==> src/kvt_store.sv <==
// key and value store, one write port and one registered read port
module kvt_store #(
  parameter int DEPTH      = 64,
  parameter int KEY_BITS   = 32,
  parameter int VALUE_BITS = 32
) (
  input  logic                     clk_i,
  input  logic                     we_i,
  input  logic [$clog2(DEPTH)-1:0] waddr_i,
  input  logic [KEY_BITS-1:0]      wkey_i,
  input  logic [VALUE_BITS-1:0]    wval_i,
  input  logic [$clog2(DEPTH)-1:0] raddr_i,
  output logic [KEY_BITS-1:0]      rkey_o,
  output logic [VALUE_BITS-1:0]    rval_o
);

  logic [KEY_BITS-1:0]   key_mem [DEPTH];
  logic [VALUE_BITS-1:0] val_mem [DEPTH];
  logic [KEY_BITS-1:0]   rkey_q;
  logic [VALUE_BITS-1:0] rval_q;

  always_ff @(posedge clk_i) begin
    if (we_i) begin
      key_mem[waddr_i] <= wkey_i;
      val_mem[waddr_i] <= wval_i;
    end
  end

  always_ff @(posedge clk_i) begin
    rkey_q <= key_mem[raddr_i];
    rval_q <= val_mem[raddr_i];
  end

  assign rkey_o = rkey_q;
  assign rval_o = rval_q;

endmodule

==> config.mk <==
export PLATFORM = sky130hd
export DESIGN_NAME = kvt_store
export DESIGN_NICKNAME = d
export VERILOG_FILES = /design/src/kvt_store.sv
export SDC_FILE = /design/constraint.sdc
export NUM_CORES = 2
export LEC_CHECK = 0
export BUFFER_PORTS_ARGS = -buffer_cell sky130_fd_sc_hd__buf_4
export CORE_MARGIN = 5
export CORE_UTILIZATION = 50
export DETAILED_ROUTE_END_ITERATION = 12
export PLACE_DENSITY = 0.65
export SETUP_SLACK_MARGIN = 0.5
export SLEW_MARGIN = 20
export SYNTH_ARGS = -nofsm -noshare
export SYNTH_HDL_FRONTEND = slang
export SYNTH_SLANG_ARGS = --single-unit
==> constraint.sdc <==
create_clock -name clk_i -period 5.75 [get_ports clk_i]
set_input_delay 0.575 -clock clk_i [delete_from_list [all_inputs] [get_ports clk_i]]
set_output_delay 0.575 -clock clk_i [all_outputs]
set_load 0.02 [all_outputs]
; ---- Word-level counts from Yosys, hierarchy flattened
; Memory sizes are Yosys's and may differ from the RTL's. A register that Yosys moved wholly into a read port is not among the register bits.
; Cells that the tools add are included.
[classes]
add_sub_neg = 0
mul = 0
div_mod_pow = 0
magnitude_cmp = 0
eq_ne = 0
n_shift = 0
muxes = 2
bitwise = 0
n_reduce_logical = 0
[op_table]
columns = op, n
row1 = $mux W1, 2
[word_totals]
regBits = 0
latchBits = 0
ram_bits = 4096
mem_bits_ro = 0
inputBits = 78
n_memories = 2
[mem_list]
columns = name, depth, word_bits, read_ports, rd_clocked_by_memory_dff, write_ports, line_no
row1 = key_mem, 64, 32, 1, 1, 1, 17  ; logic [KEY_BITS-1:0] key_mem [DEPTH];
row2 = val_mem, 64, 32, 1, 1, 1, 18  ; logic [VALUE_BITS-1:0] val_mem [DEPTH];

; ---- Depth between registers and ports, before layout
[logic_depth]
ltp_word = 2
ltp_mapped = 9
depth_no_buf = 4

; ---- Worst setup path before layout
; Ideal clock, no wire load.
[synth_path]
kind = in2reg
startpoint = input port waddr_i[4]
endpoint = memory key_mem[16][0] (enable)
t_arrival_ps = 4085
required_time_ps = 5264
setup_slack_ps = 1179
path_stages = 4
path_buffers = 2
cell_sequence = clkbuf_1 or3b_2 clkbuf_1 nor2_1
[synth_rtl]
columns = item, line_no
row1 = from (decl), 9  ; input logic [$clog2(DEPTH)-1:0] waddr_i,
row2 = to (decl), 17
; Straight into the memory's write port.

==> impl_metrics.env <==
export IMPL_vias=76100
export IMPL_wl_um=436000
export IMPL_holdBufCountCts=0
export IMPL_placed_area_um2=163000
export IMPL_track_usage_pct=26.8
export IMPL_rsz0062_at_grt="no"
export IMPL_cts_htree_levels=5
export IMPL_die_h_um=568
export IMPL_synthTopCellsByArea="edfxtp_1 79%, mux4_2 15%, a22oi_1 1.2%, dfxtp_1 0.82%, mux2i_1 0.58%"
export IMPL_fin_nets=6987
export IMPL_synthCells=6505
export IMPL_cp_num_cells=6
export IMPL_crit_buf_inv=2
export IMPL_root_buffer="clkbuf_16"
export IMPL_first_pass_iters=8
export IMPL_finalCritPeriodShare_pct=49.5
export IMPL_yosysTopAreaCellShare_pct=78.9
export IMPL_slew_headroom_pct=19.0
export IMPL_grt_max_degree=99
export IMPL_design_core_area_um2=311000
export IMPL_gp_congestion=0.799
export IMPL_cts_buffers=415
export IMPL_worstMarginPinSlew_ns=1.21
export IMPL_reg2reg_depth=4
export IMPL_route_detailed_drc=0
export IMPL_mappedNetlistArea_um2=156000
export IMPL_dieArea_um2=323000
export IMPL_syn_avg_cell_area_um2=24.0
export IMPL_cts_buffer_depth=4
export IMPL_io_buffers=141
export IMPL_cp_max_fo=82
export IMPL_max_freq_mhz=351
export IMPL_ir_worst_vdd_mv=0.252
export IMPL_grt_first_pass_wirelength_um=607000
export IMPL_synth_top_area_cell="edfxtp_1"
export IMPL_drive_gt1_share_pct=28.7
export IMPL_clock_sinks=4160
export IMPL_die_x_um=568
export IMPL_design_area_um2=177000
export IMPL_finalHoldViolations=0
export IMPL_grt_antenna_before_repair=27
export IMPL_syn_nets=6583
export IMPL_power_mw=64.1
export IMPL_drt_vias_per_instance=6.66
export IMPL_hold_path_depth=1
export IMPL_cts_tree="built"
export IMPL_drv_slew=0
export IMPL_min_period_ns=2.85
export IMPL_ys_ff_latch=4160
export IMPL_cp_start_kind="input pin"
export IMPL_initial_core_util_pct=50.1
export IMPL_drv_cap=0
export IMPL_grt_ovfl_total=0
export IMPL_final_setup_tns_ns=0
export IMPL_crit_chain="buf_16, buf_4, mux4_2, mux2i_1, a21oi_1, o211a_1"
export IMPL_critPathMaxStageDelay_ns=0.66
export IMPL_ys_seq_area_share_pct=79.7
export IMPL_netlist_cell_type_count=30
export IMPL_yosys_warnings=0
export IMPL_leakage_nw=55.0
export IMPL_run_status="finished, final reports clean"
export IMPL_clock_latency_ns=0.97
export IMPL_final_cell_mix="4096 x edfxtp_1, 1024 x mux4_2, 419 x clkbuf_16, 298 x buf_4, 256 x a22oi_1"
export IMPL_post_cts_buffers=0
export IMPL_grt_pass1_vias=75700
export IMPL_path_delay_family="multiplexers"
export IMPL_critPathSlowestCell="buf_4"
export IMPL_clk_pin_slew_worst_paths_ns=0.06
export IMPL_critPathCaptureType="register"
export IMPL_fin_util_pct=56.9
export IMPL_cp_required_ns=6.58
export IMPL_drt_iter0_drc=10600
export IMPL_hold_path_class="input pin to register"
export IMPL_cts_resized=0
export IMPL_clock_skew_ns=0.0672
export IMPL_final_common_cell="edfxtp_1"
export IMPL_dp_hpwl_um=234000
export IMPL_wl_per_cell_um=38.2
export IMPL_rows=205
export IMPL_setup_ws_ns=2.90
export IMPL_ioPinCount=142
export IMPL_place_ws_ns=1.85
export IMPL_crit_arrival_ns=3.68
export IMPL_area_growth_syn_to_layout_pct=13.6
export IMPL_criticalPathCategory="input pin to register"
export IMPL_setup_viol=0
export IMPL_antenna_left=0
export IMPL_power_density_nw_per_um2=362
-- worst paths after layout --
kind	slack (ns)	from	end
max	2.90	raddr_i[0]	rkey_o[14]$_DFF_P_
min reg2reg	0.83	key_mem[15][18]$_DFFE_PP_	rkey_o[18]$_DFF_P_
max reg2reg	3.55	key_mem[63][14]$_DFFE_PP_	rkey_o[14]$_DFF_P_
min	0.12	wval_i[7]	val_mem[62][7]$_DFFE_PP_
-- per-layer routing --
layer  vias to the layer above  part of all wire [%]  GRT usage, %
met2                      4692                    48          42.0
met5                         -                 0.034             0
li1                      29200                     -             -
met4                        22                   3.4          8.15
met3                       797                    11          6.21
met1                     41400                    38          38.3
-- state kept, by name, indices dropped and copies added, names as in the netlist --
register,flops
rkey_o,32
rval_o,32
val_mem,2048
key_mem,2048
-- final cells by class --
class                      count  area, µm²
fill                       22100     134000
antenna                       11       27.5
multi-input combinational   1967      30200
sequential                  4160     124000
clock inverter               252       2790
timing repair buffer         364       3560
clock buffer                 526      11000
tap                         4140       5180
inverter                       1       3.75
-- Yosys cell counts --
| cell | number |
|---|---|
| clkbuf_1 | 140 |
| a211oi_1 | 63 |
| a21oi_1 | 25 |
| and2_1 | 3 |
| o211a_1 | 64 |
| dfxtp_1 | 64 |
| a22oi_1 | 256 |
| or2_2 | 2 |
| nor2b_1 | 7 |
| or3b_2 | 2 |
| nand2_1 | 7 |
| nand4_1 | 1 |
| nand3_1 | 133 |
| buf_2 | 136 |
| a221oi_1 | 1 |
| clkbuf_2 | 1 |
| mux2i_1 | 90 |
| inv_2 | 1 |
| o221ai_1 | 64 |
| nor2_1 | 110 |
| buf_1 | 29 |
| o22ai_1 | 102 |
| nand2b_1 | 4 |
| or3_1 | 3 |
| edfxtp_1 | 4096 |
| or3b_1 | 2 |
| buf_4 | 50 |
| buf_6 | 21 |
| nand3b_1 | 4 |
| mux4_2 | 1024 |
-- logic make-up (layout without fill, tap and decap cells) --
logic type	Yosys count	count (layout)	share of synthesized area (%)
flip-flops	4160	4160	79.7
other	0	11	0
AO/OA/AOI/OAI	575	575	2.80
AND/OR/NAND/NOR	278	278	0.831
multiplexers	1114	1114	15.4
buffers and inverters	378	1143	1.24
-- power by group --
part | switching, mW | total (mW) | internal, mW
combinational | 1.97 | 3.04 | 1.08
clock | 11.6 | 27.3 | 15.7
sequential | 0.180 | 33.8 | 33.6
total | 13.7 | 64.1 | 50.4
-- metrics by stage --
stage                     hold WS [ns]  instances
after global placement           0.808      10600
after detailed placement         0.813      10600
after CTS                       0.0741      11400
after floorplan                  0.674       6505
after global routing             0.127      11400
final                            0.122      11400
No activity file was read; power rests on OpenSTA's default activity.
