--- src/kvt_pkg.sv ---
// shared types and codes for the linear key-value table
package kvt_pkg;

  typedef enum logic [1:0] {
    KIND_SET = 2'd0,
    KIND_GET = 2'd1,
    KIND_DEL = 2'd2,
    KIND_CLR = 2'd3
  } kind_e;

  typedef enum logic [1:0] {
    ST_OK      = 2'd0,
    ST_MISSING = 2'd1,
    ST_FULL    = 2'd2
  } status_e;

  typedef enum logic [1:0] {
    STATE_IDLE  = 2'd0,
    STATE_SCAN  = 2'd1,
    STATE_SHIFT = 2'd2,
    STATE_DONE  = 2'd3
  } state_e;

  typedef struct packed {
    logic    done;
    status_e status;
  } res_info_t;

endpackage

--- src/kvt_ctrl.sv ---
// sequencer with the shared key comparator, entry count and result state
module kvt_ctrl #(
  parameter int ENTRIES    = 64,
  parameter int KEY_BITS   = 32,
  parameter int VALUE_BITS = 32
) (
  input  logic                         clk_i,
  input  logic                         rst_ni,
  input  logic                         in_valid_i,
  output logic                         in_stall_o,
  input  logic [1:0]                   kind_i,
  input  logic [KEY_BITS-1:0]          key_i,
  input  logic [VALUE_BITS-1:0]        value_i,
  input  logic                         res_ready_i,
  output kvt_pkg::res_info_t           res_o,
  output logic [VALUE_BITS-1:0]        rd_value_o,
  output logic [$clog2(ENTRIES+1)-1:0] count_o,
  output logic                         mem_we_o,
  output logic [$clog2(ENTRIES)-1:0]   mem_waddr_o,
  output logic [KEY_BITS-1:0]          mem_wkey_o,
  output logic [VALUE_BITS-1:0]        mem_wval_o,
  output logic [$clog2(ENTRIES)-1:0]   mem_raddr_o,
  input  logic [KEY_BITS-1:0]          mem_rkey_i,
  input  logic [VALUE_BITS-1:0]        mem_rval_i
);

  localparam int AW = $clog2(ENTRIES);
  localparam int CW = $clog2(ENTRIES + 1);

  kvt_pkg::state_e       state_q, state_d;
  kvt_pkg::kind_e        kind_q, kind_d;
  kvt_pkg::status_e      status_q, status_d;
  logic [KEY_BITS-1:0]   key_q, key_d;
  logic [VALUE_BITS-1:0] val_q, val_d;
  logic [VALUE_BITS-1:0] rdval_q, rdval_d;
  logic [AW-1:0]         idx_q, idx_d;
  logic [CW-1:0]         count_q, count_d;

  logic accept;
  logic empty;
  logic full;
  logic hit;
  logic last;

  assign accept = in_valid_i && (state_q == kvt_pkg::STATE_IDLE);
  assign empty  = (count_q == '0);
  assign full   = (count_q == CW'(ENTRIES));
  // the one comparator: stored key at idx_q against the key of this word
  assign hit    = !empty && (mem_rkey_i == key_q);
  assign last   = ((CW'(idx_q) + CW'(1)) == count_q);

  // next state
  always_comb begin
    state_d = state_q;
    unique case (state_q)
      kvt_pkg::STATE_IDLE: begin
        if (accept) begin
          if (kvt_pkg::kind_e'(kind_i) == kvt_pkg::KIND_CLR) begin
            state_d = kvt_pkg::STATE_DONE;
          end else begin
            state_d = kvt_pkg::STATE_SCAN;
          end
        end
      end
      kvt_pkg::STATE_SCAN: begin
        if (hit) begin
          if (kind_q == kvt_pkg::KIND_DEL && !last) begin
            state_d = kvt_pkg::STATE_SHIFT;
          end else begin
            state_d = kvt_pkg::STATE_DONE;
          end
        end else if (empty || last) begin
          state_d = kvt_pkg::STATE_DONE;
        end
      end
      kvt_pkg::STATE_SHIFT: begin
        if (last) begin
          state_d = kvt_pkg::STATE_DONE;
        end
      end
      kvt_pkg::STATE_DONE: begin
        if (res_ready_i) begin
          state_d = kvt_pkg::STATE_IDLE;
        end
      end
      default: state_d = kvt_pkg::STATE_IDLE;
    endcase
  end

  // datapath and memory port
  always_comb begin
    kind_d      = kind_q;
    key_d       = key_q;
    val_d       = val_q;
    idx_d       = idx_q;
    count_d     = count_q;
    status_d    = status_q;
    rdval_d     = rdval_q;
    mem_we_o    = 1'b0;
    mem_waddr_o = idx_q;
    mem_wkey_o  = key_q;
    mem_wval_o  = val_q;
    mem_raddr_o = idx_q + AW'(1);
    unique case (state_q)
      kvt_pkg::STATE_IDLE: begin
        mem_raddr_o = '0;
        if (accept) begin
          kind_d   = kvt_pkg::kind_e'(kind_i);
          key_d    = key_i;
          val_d    = value_i;
          idx_d    = '0;
          status_d = kvt_pkg::ST_OK;
          rdval_d  = '0;
          if (kvt_pkg::kind_e'(kind_i) == kvt_pkg::KIND_CLR) begin
            count_d = '0;
          end
        end
      end
      kvt_pkg::STATE_SCAN: begin
        if (hit) begin
          unique case (kind_q)
            kvt_pkg::KIND_SET: mem_we_o = 1'b1;
            kvt_pkg::KIND_GET: rdval_d = mem_rval_i;
            kvt_pkg::KIND_DEL: begin
              if (last) begin
                count_d = count_q - CW'(1);
              end else begin
                idx_d = idx_q + AW'(1);
              end
            end
            default: ;
          endcase
        end else if (empty || last) begin
          unique case (kind_q)
            kvt_pkg::KIND_SET: begin
              if (full) begin
                status_d = kvt_pkg::ST_FULL;
              end else begin
                mem_we_o    = 1'b1;
                mem_waddr_o = count_q[AW-1:0];
                count_d     = count_q + CW'(1);
              end
            end
            default: status_d = kvt_pkg::ST_MISSING;
          endcase
        end else begin
          idx_d = idx_q + AW'(1);
        end
      end
      kvt_pkg::STATE_SHIFT: begin
        // entry at idx_q moves down one place while idx_q + 1 is read
        mem_we_o    = 1'b1;
        mem_waddr_o = idx_q - AW'(1);
        mem_wkey_o  = mem_rkey_i;
        mem_wval_o  = mem_rval_i;
        if (last) begin
          count_d = count_q - CW'(1);
        end else begin
          idx_d = idx_q + AW'(1);
        end
      end
      default: ;
    endcase
  end

  always_ff @(posedge clk_i or negedge rst_ni) begin
    if (!rst_ni) begin
      state_q <= kvt_pkg::STATE_IDLE;
      count_q <= '0;
    end else begin
      state_q <= state_d;
      count_q <= count_d;
    end
  end

  always_ff @(posedge clk_i) begin
    kind_q   <= kind_d;
    key_q    <= key_d;
    val_q    <= val_d;
    idx_q    <= idx_d;
    status_q <= status_d;
    rdval_q  <= rdval_d;
  end

  assign in_stall_o    = (state_q != kvt_pkg::STATE_IDLE);
  assign res_o.done    = (state_q == kvt_pkg::STATE_DONE);
  assign res_o.status  = status_q;
  assign rd_value_o    = rdval_q;
  assign count_o       = count_q;

`ifndef SYNTH
  a_count_bound: assert property (@(posedge clk_i) disable iff (!rst_ni)
    count_q <= CW'(ENTRIES))
    else $error("entry count above table size");

  a_clear_empties: assert property (@(posedge clk_i) disable iff (!rst_ni)
    (accept && kind_i == kvt_pkg::KIND_CLR) |=> (count_q == '0))
    else $error("clear did not empty the table");

  a_no_idle_write: assert property (@(posedge clk_i) disable iff (!rst_ni)
    mem_we_o |-> (state_q == kvt_pkg::STATE_SCAN || state_q == kvt_pkg::STATE_SHIFT))
    else $error("store written outside an operation");

  a_shift_in_range: assert property (@(posedge clk_i) disable iff (!rst_ni)
    (state_q == kvt_pkg::STATE_SHIFT) |-> (CW'(mem_waddr_o) < count_q))
    else $error("shift writes beyond the held entries");

  a_full_status: assert property (@(posedge clk_i) disable iff (!rst_ni)
    (res_o.done && res_o.status == kvt_pkg::ST_FULL) |-> full)
    else $error("full reported on a table with room");
`endif

endmodule

--- config.mk ---
export PLATFORM = sky130hd
export DESIGN_NAME = kvt_ctrl
export DESIGN_NICKNAME = d
export VERILOG_FILES = /design/src/kvt_pkg.sv /design/src/kvt_ctrl.sv
export SDC_FILE = /design/constraint.sdc
export NUM_CORES = 1
export LEC_CHECK = 0
export BUFFER_PORTS_ARGS = -buffer_cell sky130_fd_sc_hd__buf_4
export CORE_MARGIN = 3
export CORE_UTILIZATION = 31
export CTS_BUF_LIST = sky130_fd_sc_hd__clkbuf_8
export DETAILED_ROUTE_END_ITERATION = 16
export HOLD_SLACK_MARGIN = 0.02
export PLACE_DENSITY = 0.62
export SLEW_MARGIN = 15
export SYNTH_ARGS = -nofsm -noshare
export SYNTH_HDL_FRONTEND = slang
export SYNTH_SLANG_ARGS = --single-unit
--- constraint.sdc ---
create_clock -name clk_i -period 8.9 [get_ports clk_i]
set_input_delay 1.78 -clock clk_i [delete_from_list [all_inputs] [get_ports clk_i]]
set_output_delay 1.78 -clock clk_i [all_outputs]
set_load 0.1 [all_outputs]
# --- After elaboration in Yosys (flattened, before gate mapping) ---
# Index checks and enable logic that the tools add are counted.
word_totals:
  reg_bits: 115
  inputBits: 134
  output_inout_bits: 120
classes:
  addsub: 5
  n_eq_ne: 23
  mux: 47
  n_reduce_logical: 18
ops:
  columns: ["operator", "n"]
  rows:
  - ["$mux 32", 5]
  - ["$pmux 32 s2", 1]
  - ["$mux 6", 10]
  - ["$mux 7", 8]
  - ["$eq 32x32->1", 1]
  - ["$mux 2", 11]
  - ["$pmux 7 s3", 1]
  - ["$ne 3x3->1 const B", 6]
  - ["$pmux 6 s3", 1]
  - ["$ne 2x2->1 const B", 6]
  - ["$pmux 6 s2", 1]
  - ["$reduce_and 4->1", 3]
  - ["$eq 2x2->1 const B", 4]
  - ["$pmux 2 s4", 1]
  - ["$add 6x1->7 const B", 1]
  - ["$add 7x1->7 const B", 1]
  - ["$eq 7x7->1", 1]
  - ["$eq 7x7->1 const B", 1]
  - ["$logic_not 7->1", 1]
  - ["$reduce_and 7->1", 1]
  - ["$sub 7x1->7 const B", 1]
  - ["$add 6x1->6 const B", 1]
  - ["$mux 1", 6]
  - ["$sub 6x1->6 const B", 1]
  - ["12 further kinds", 19]

# --- Longest topological paths before layout ---
logic_depth:
  ltp_word: 7
  depth_mapped: 11

# --- Least setup slack after synthesis ---
# OpenSTA, ideal clock, no wires.
synth_path:
  kind: "input to output"
  startpoint: "in mem_rkey_i[11]"
  endpoint: "out mem_we_o"
  arrival_ns: 4.604
  t_required_ns: 7.120
  setup_slack_ns: 2.516
  stages: 6
  path_buffers: 1
  path_cell_list: "xor2_1 -> nor4_4 -> nand4_2 -> or3_1 -> buf_4 -> a31oi_1"
synth_via:
  elab_chain_cells: 4
synth_lines:
  columns: ["element", "line", "text"]
  rows:
  - ["start: declaration", "kvt_ctrl.sv:23", "input logic [KEY_BITS-1:0] mem_rkey_i,"]
  - ["$eq 32x32->1", "kvt_ctrl.sv:49", "assign hit = !empty && (mem_rkey_i == key_q);"]
  - ["$logic_and 1x1->1", "kvt_ctrl.sv:49", null]
  - ["$mux 1", "kvt_ctrl.sv:120", "if (hit) begin"]
  - ["$pmux 1 s2", "kvt_ctrl.sv:104", "unique case (state_q)"]
  - ["end: declaration", "kvt_ctrl.sv:18", "output logic mem_we_o,"]
# No other way between the ends.

# --- Worst setup path in the final report ---
layout_path:
  startpoint: "in mem_rkey_i[29]"
  endpoint: "out mem_waddr_o[0]"
layout_via:
  elab_chain_cells: 4
layout_lines:
  columns: ["element", "line", "text"]
  rows:
  - ["$eq 32x32->1", "kvt_ctrl.sv:49", null]
  - ["$logic_and 1x1->1", "kvt_ctrl.sv:49", null]
  - ["$mux 6", "kvt_ctrl.sv:120", null]
  - ["$pmux 6 s2", "kvt_ctrl.sv:104", null]
  - ["end: declaration", "kvt_ctrl.sv:19", "output logic [$clog2(ENTRIES)-1:0] mem_waddr_o,"]
# No other way between the ends.

==> results.sh <==
export IMPL_outcome="finished clean"
export IMPL_syn_inst=511
export IMPL_vias=5126
export IMPL_synth_top_family_by_area="simple AND/OR/NAND/NOR gates"
export IMPL_cts_buffer_depth=2
export IMPL_hold_viol_final=0
export IMPL_cts_hold_buf=0
export IMPL_cts_resized_gates=0
export IMPL_tightest_slew_ns=1.08
export IMPL_synth_edf_count=106
export IMPL_dp_hpwl_um=15000
export IMPL_die_y_um=150
export IMPL_cts_max_level=4
export IMPL_synthSimpleGateAreaFrac=0.136
export IMPL_hold_slack_ns=0.605
export IMPL_ys_flop_type="edfxtp_1"
export IMPL_port_buffers=253
export IMPL_ios=254
export IMPL_nets=901
export IMPL_critPathCaptureType="primary output"
export IMPL_synth_xor_area_share=0.0620
export IMPL_synth_area_mux_share=0.121
export IMPL_drc_errors=0
export IMPL_ys_seq_area_frac=0.533
export IMPL_grt_max_degree=69
export IMPL_yosysWarningCount=0
export IMPL_setup_viol_count_final=0
export IMPL_crit_type="in -> out"
export IMPL_grt_util_all_layers=0.176
export IMPL_core_region_area_mm2=0.0198
export IMPL_drtPass1Iterations=5
export IMPL_rsz0062_at_grt="false"
export IMPL_skew_ns=0.0130
export IMPL_synthAdderAreaFrac=0.0157
export IMPL_drtIter0Drc=353
export IMPL_grt_antenna_before_repair=1
export IMPL_synth_nets=653
export IMPL_vias_per_cell=4.94
export IMPL_wirelength_um=19600
export IMPL_die_width_um=150
export IMPL_wl_per_cell_um=18.9
export IMPL_grt_pass1_wl_um=30100
export IMPL_crit_required_ns=7.12
export IMPL_hold_class="reg -> reg"
export IMPL_rows=51
export IMPL_rrSetupSlack_ns=5.34
export IMPL_grt_pass1_vias=5320
export IMPL_clock_tree_root_cell="clkbuf_8"
export IMPL_cts_buffers=17
export IMPL_finalSetupTns_ns=0
export IMPL_place_congestion=0.914
export IMPL_synthToLayoutAreaGrowth_pct=39.9
export IMPL_slew_headroom=0.278
export IMPL_yosysUniqueCellTypes=72
export IMPL_ys_ff_latch=115
export IMPL_initial_core_util=0.322
export IMPL_fmax_mhz=167
export IMPL_drive_gt1_frac=0.479
export IMPL_maxCapViolations=0
export IMPL_worstHoldEndpoint="state_q[0]$_DFFE_PN0P_"
export IMPL_hold_start="state_q[0]$_DFFE_PN0P_"
export IMPL_post_cts_setup_buffers=0
export IMPL_reg2reg_from="idx_q[0]$_DFFE_PP_"
export IMPL_ant_nets=0
export IMPL_slew_viol_final=0
export IMPL_tritoncts="yes"
export IMPL_start_kind="primary input"
export IMPL_min_period_ns=5.98
export IMPL_synth_area_mm2=0.00639
export IMPL_gr_total_overflow=0
export IMPL_clk_pin_slew_worst_paths_ns=0.07
export IMPL_insertion_delay_ns=0.43
export IMPL_r2r_end="idx_q[4]$_DFFE_PP_"
export IMPL_cts_sinks=115
export IMPL_worstPathMaxFanout=5
export IMPL_reg2reg_depth=9
export IMPL_async_flop_share=0.0783
export IMPL_hold_depth=1
export IMPL_finalCritPeriodShare=0.672
export IMPL_die_area_mm2=0.0224
export IMPL_synth_compound_area_frac=0.102
export IMPL_arrival_ns=4.20
export IMPL_fillers=1936
export IMPL_avgSynthCellArea_um2=12.5
[final cells by class]
class,instances,area (um2),share of cell area
antenna,1,2.50,0.000280
multi-input combinational,352,2820,0.315
sequential,115,3410,0.381
clock inverter,15,168,0.0187
clock buffer,17,234,0.0262
inverter,17,63.8,0.00713
timing repair buffer,256,1920,0.215
tap,265,332,0.0371
[layer usage]
layer / global-route usage / vias up / share of wire
li1: - / 2439 / -
met1: 0.222 / 2458 / 0.41
met2: 0.296 / 212 / 0.50
met3: 0.0485 / 17 / 0.073
met4: 0.0517 / 0 / 0.017
met5: 0 / - / 0
[cell usage after synthesis, types with 3 or more instances]
| library cell | n | share of area |
|---|---|---|
| edfxtp_1 | 106 | 0.50 |
| mux2_2 | 64 | 0.11 |
| and2_1 | 35 | 0.034 |
| xor2_1 | 34 | 0.047 |
| nor2_1 | 29 | 0.017 |
| clkbuf_1 | 19 | 0.011 |
| a21oi_1 | 18 | 0.014 |
| nand3_1 | 18 | 0.014 |
| inv_1 | 16 | 0.0094 |
| nand2_1 | 14 | 0.0082 |
| o21ai_0 | 14 | 0.011 |
| nor3_1 | 10 | 0.0078 |
| o31ai_1 | 10 | 0.012 |
| dfrtp_1 | 9 | 0.035 |
| a31oi_1 | 8 | 0.0078 |
| ha_1 | 8 | 0.016 |
| nand4_1 | 6 | 0.0059 |
| xnor2_1 | 6 | 0.0082 |
| mux2i_1 | 5 | 0.0078 |
| nor4_1 | 5 | 0.0049 |
| nor4_4 | 4 | 0.013 |
| o211ai_1 | 4 | 0.0047 |
| a221oi_1 | 3 | 0.0041 |
| and3_1 | 3 | 0.0029 |
| buf_2 | 3 | 0.0023 |
| buf_4 | 3 | 0.0035 |
[state kept, by name, summed over array words and instances (netlist names)]
signal,flops
rd_value_o,32
idx_q,6
kind_q,2
key_q,32
count_o,7
val_q,32
state_q,2
status_q,2
[logic make-up after synthesis]
logic type                 count (synthesis)
and+or+nand+nor                          143
xor gates and xnor gates                  42
muxes                                     69
AOI/OAI and AO/OA                         90
buffers and inverters                     44
DFF                                      115
adders and majority gates                  8
[cell usage in the layout, fill, tap and decap left out, drive strengths merged, types with 3 or more instances in the layout]
cell	instances
buf	256
edfxtp	106
mux2	64
and2	35
xor2	34
nor2	30
inv	22
nand3	19
a21oi	18
clkbuf	17
o21ai	16
nand2	14
nor3	12
nor4	11
o31ai	10
dfrtp	9
a31oi	8
ha	8
nand4	7
xnor2	6
mux2i	5
clkinv	5
o211ai	4
and3	4
a221oi	3
bufinv	3
[how the worst max path moves through the flow]
stage                     slack [ns]        endpoint      startpoint
after global placement          2.92  mem_waddr_o[0]  mem_rkey_i[29]
final                           2.92  mem_waddr_o[0]  mem_rkey_i[29]
after CTS                       2.93  mem_waddr_o[0]  mem_rkey_i[29]
after detailed placement        2.93  mem_waddr_o[3]  mem_rkey_i[29]
after floorplan                 2.52        mem_we_o  mem_rkey_i[11]
after global routing            2.78  mem_waddr_o[4]  mem_rkey_i[29]
[critical path, stage by stage]
cell and delay (ns):
buf_4 0.11, xor2_1 0.14, nor4_2 0.46, nand4_1 0.32, o31ai_1 0.77, o221ai_1 0.30, buf_4 0.31
[metrics by stage]
step | setup WS (ns) | cell area [um2] | instances | util
after CTS | 2.93 | 8940 | 1037 | 0.451
after global placement | 2.92 | 8540 | 1005 | 0.430
final | 2.92 | 8950 | 1038 | 0.451
after floorplan | 2.52 | 6390 | 511 | -
after detailed placement | 2.93 | 8540 | 1005 | 0.430
after global routing | 2.78 | 8950 | 1038 | 0.451
Power is left out: the tool's default activity adds up to more than one toggle a clock period on the data nets, which glitch-free logic cannot reach.
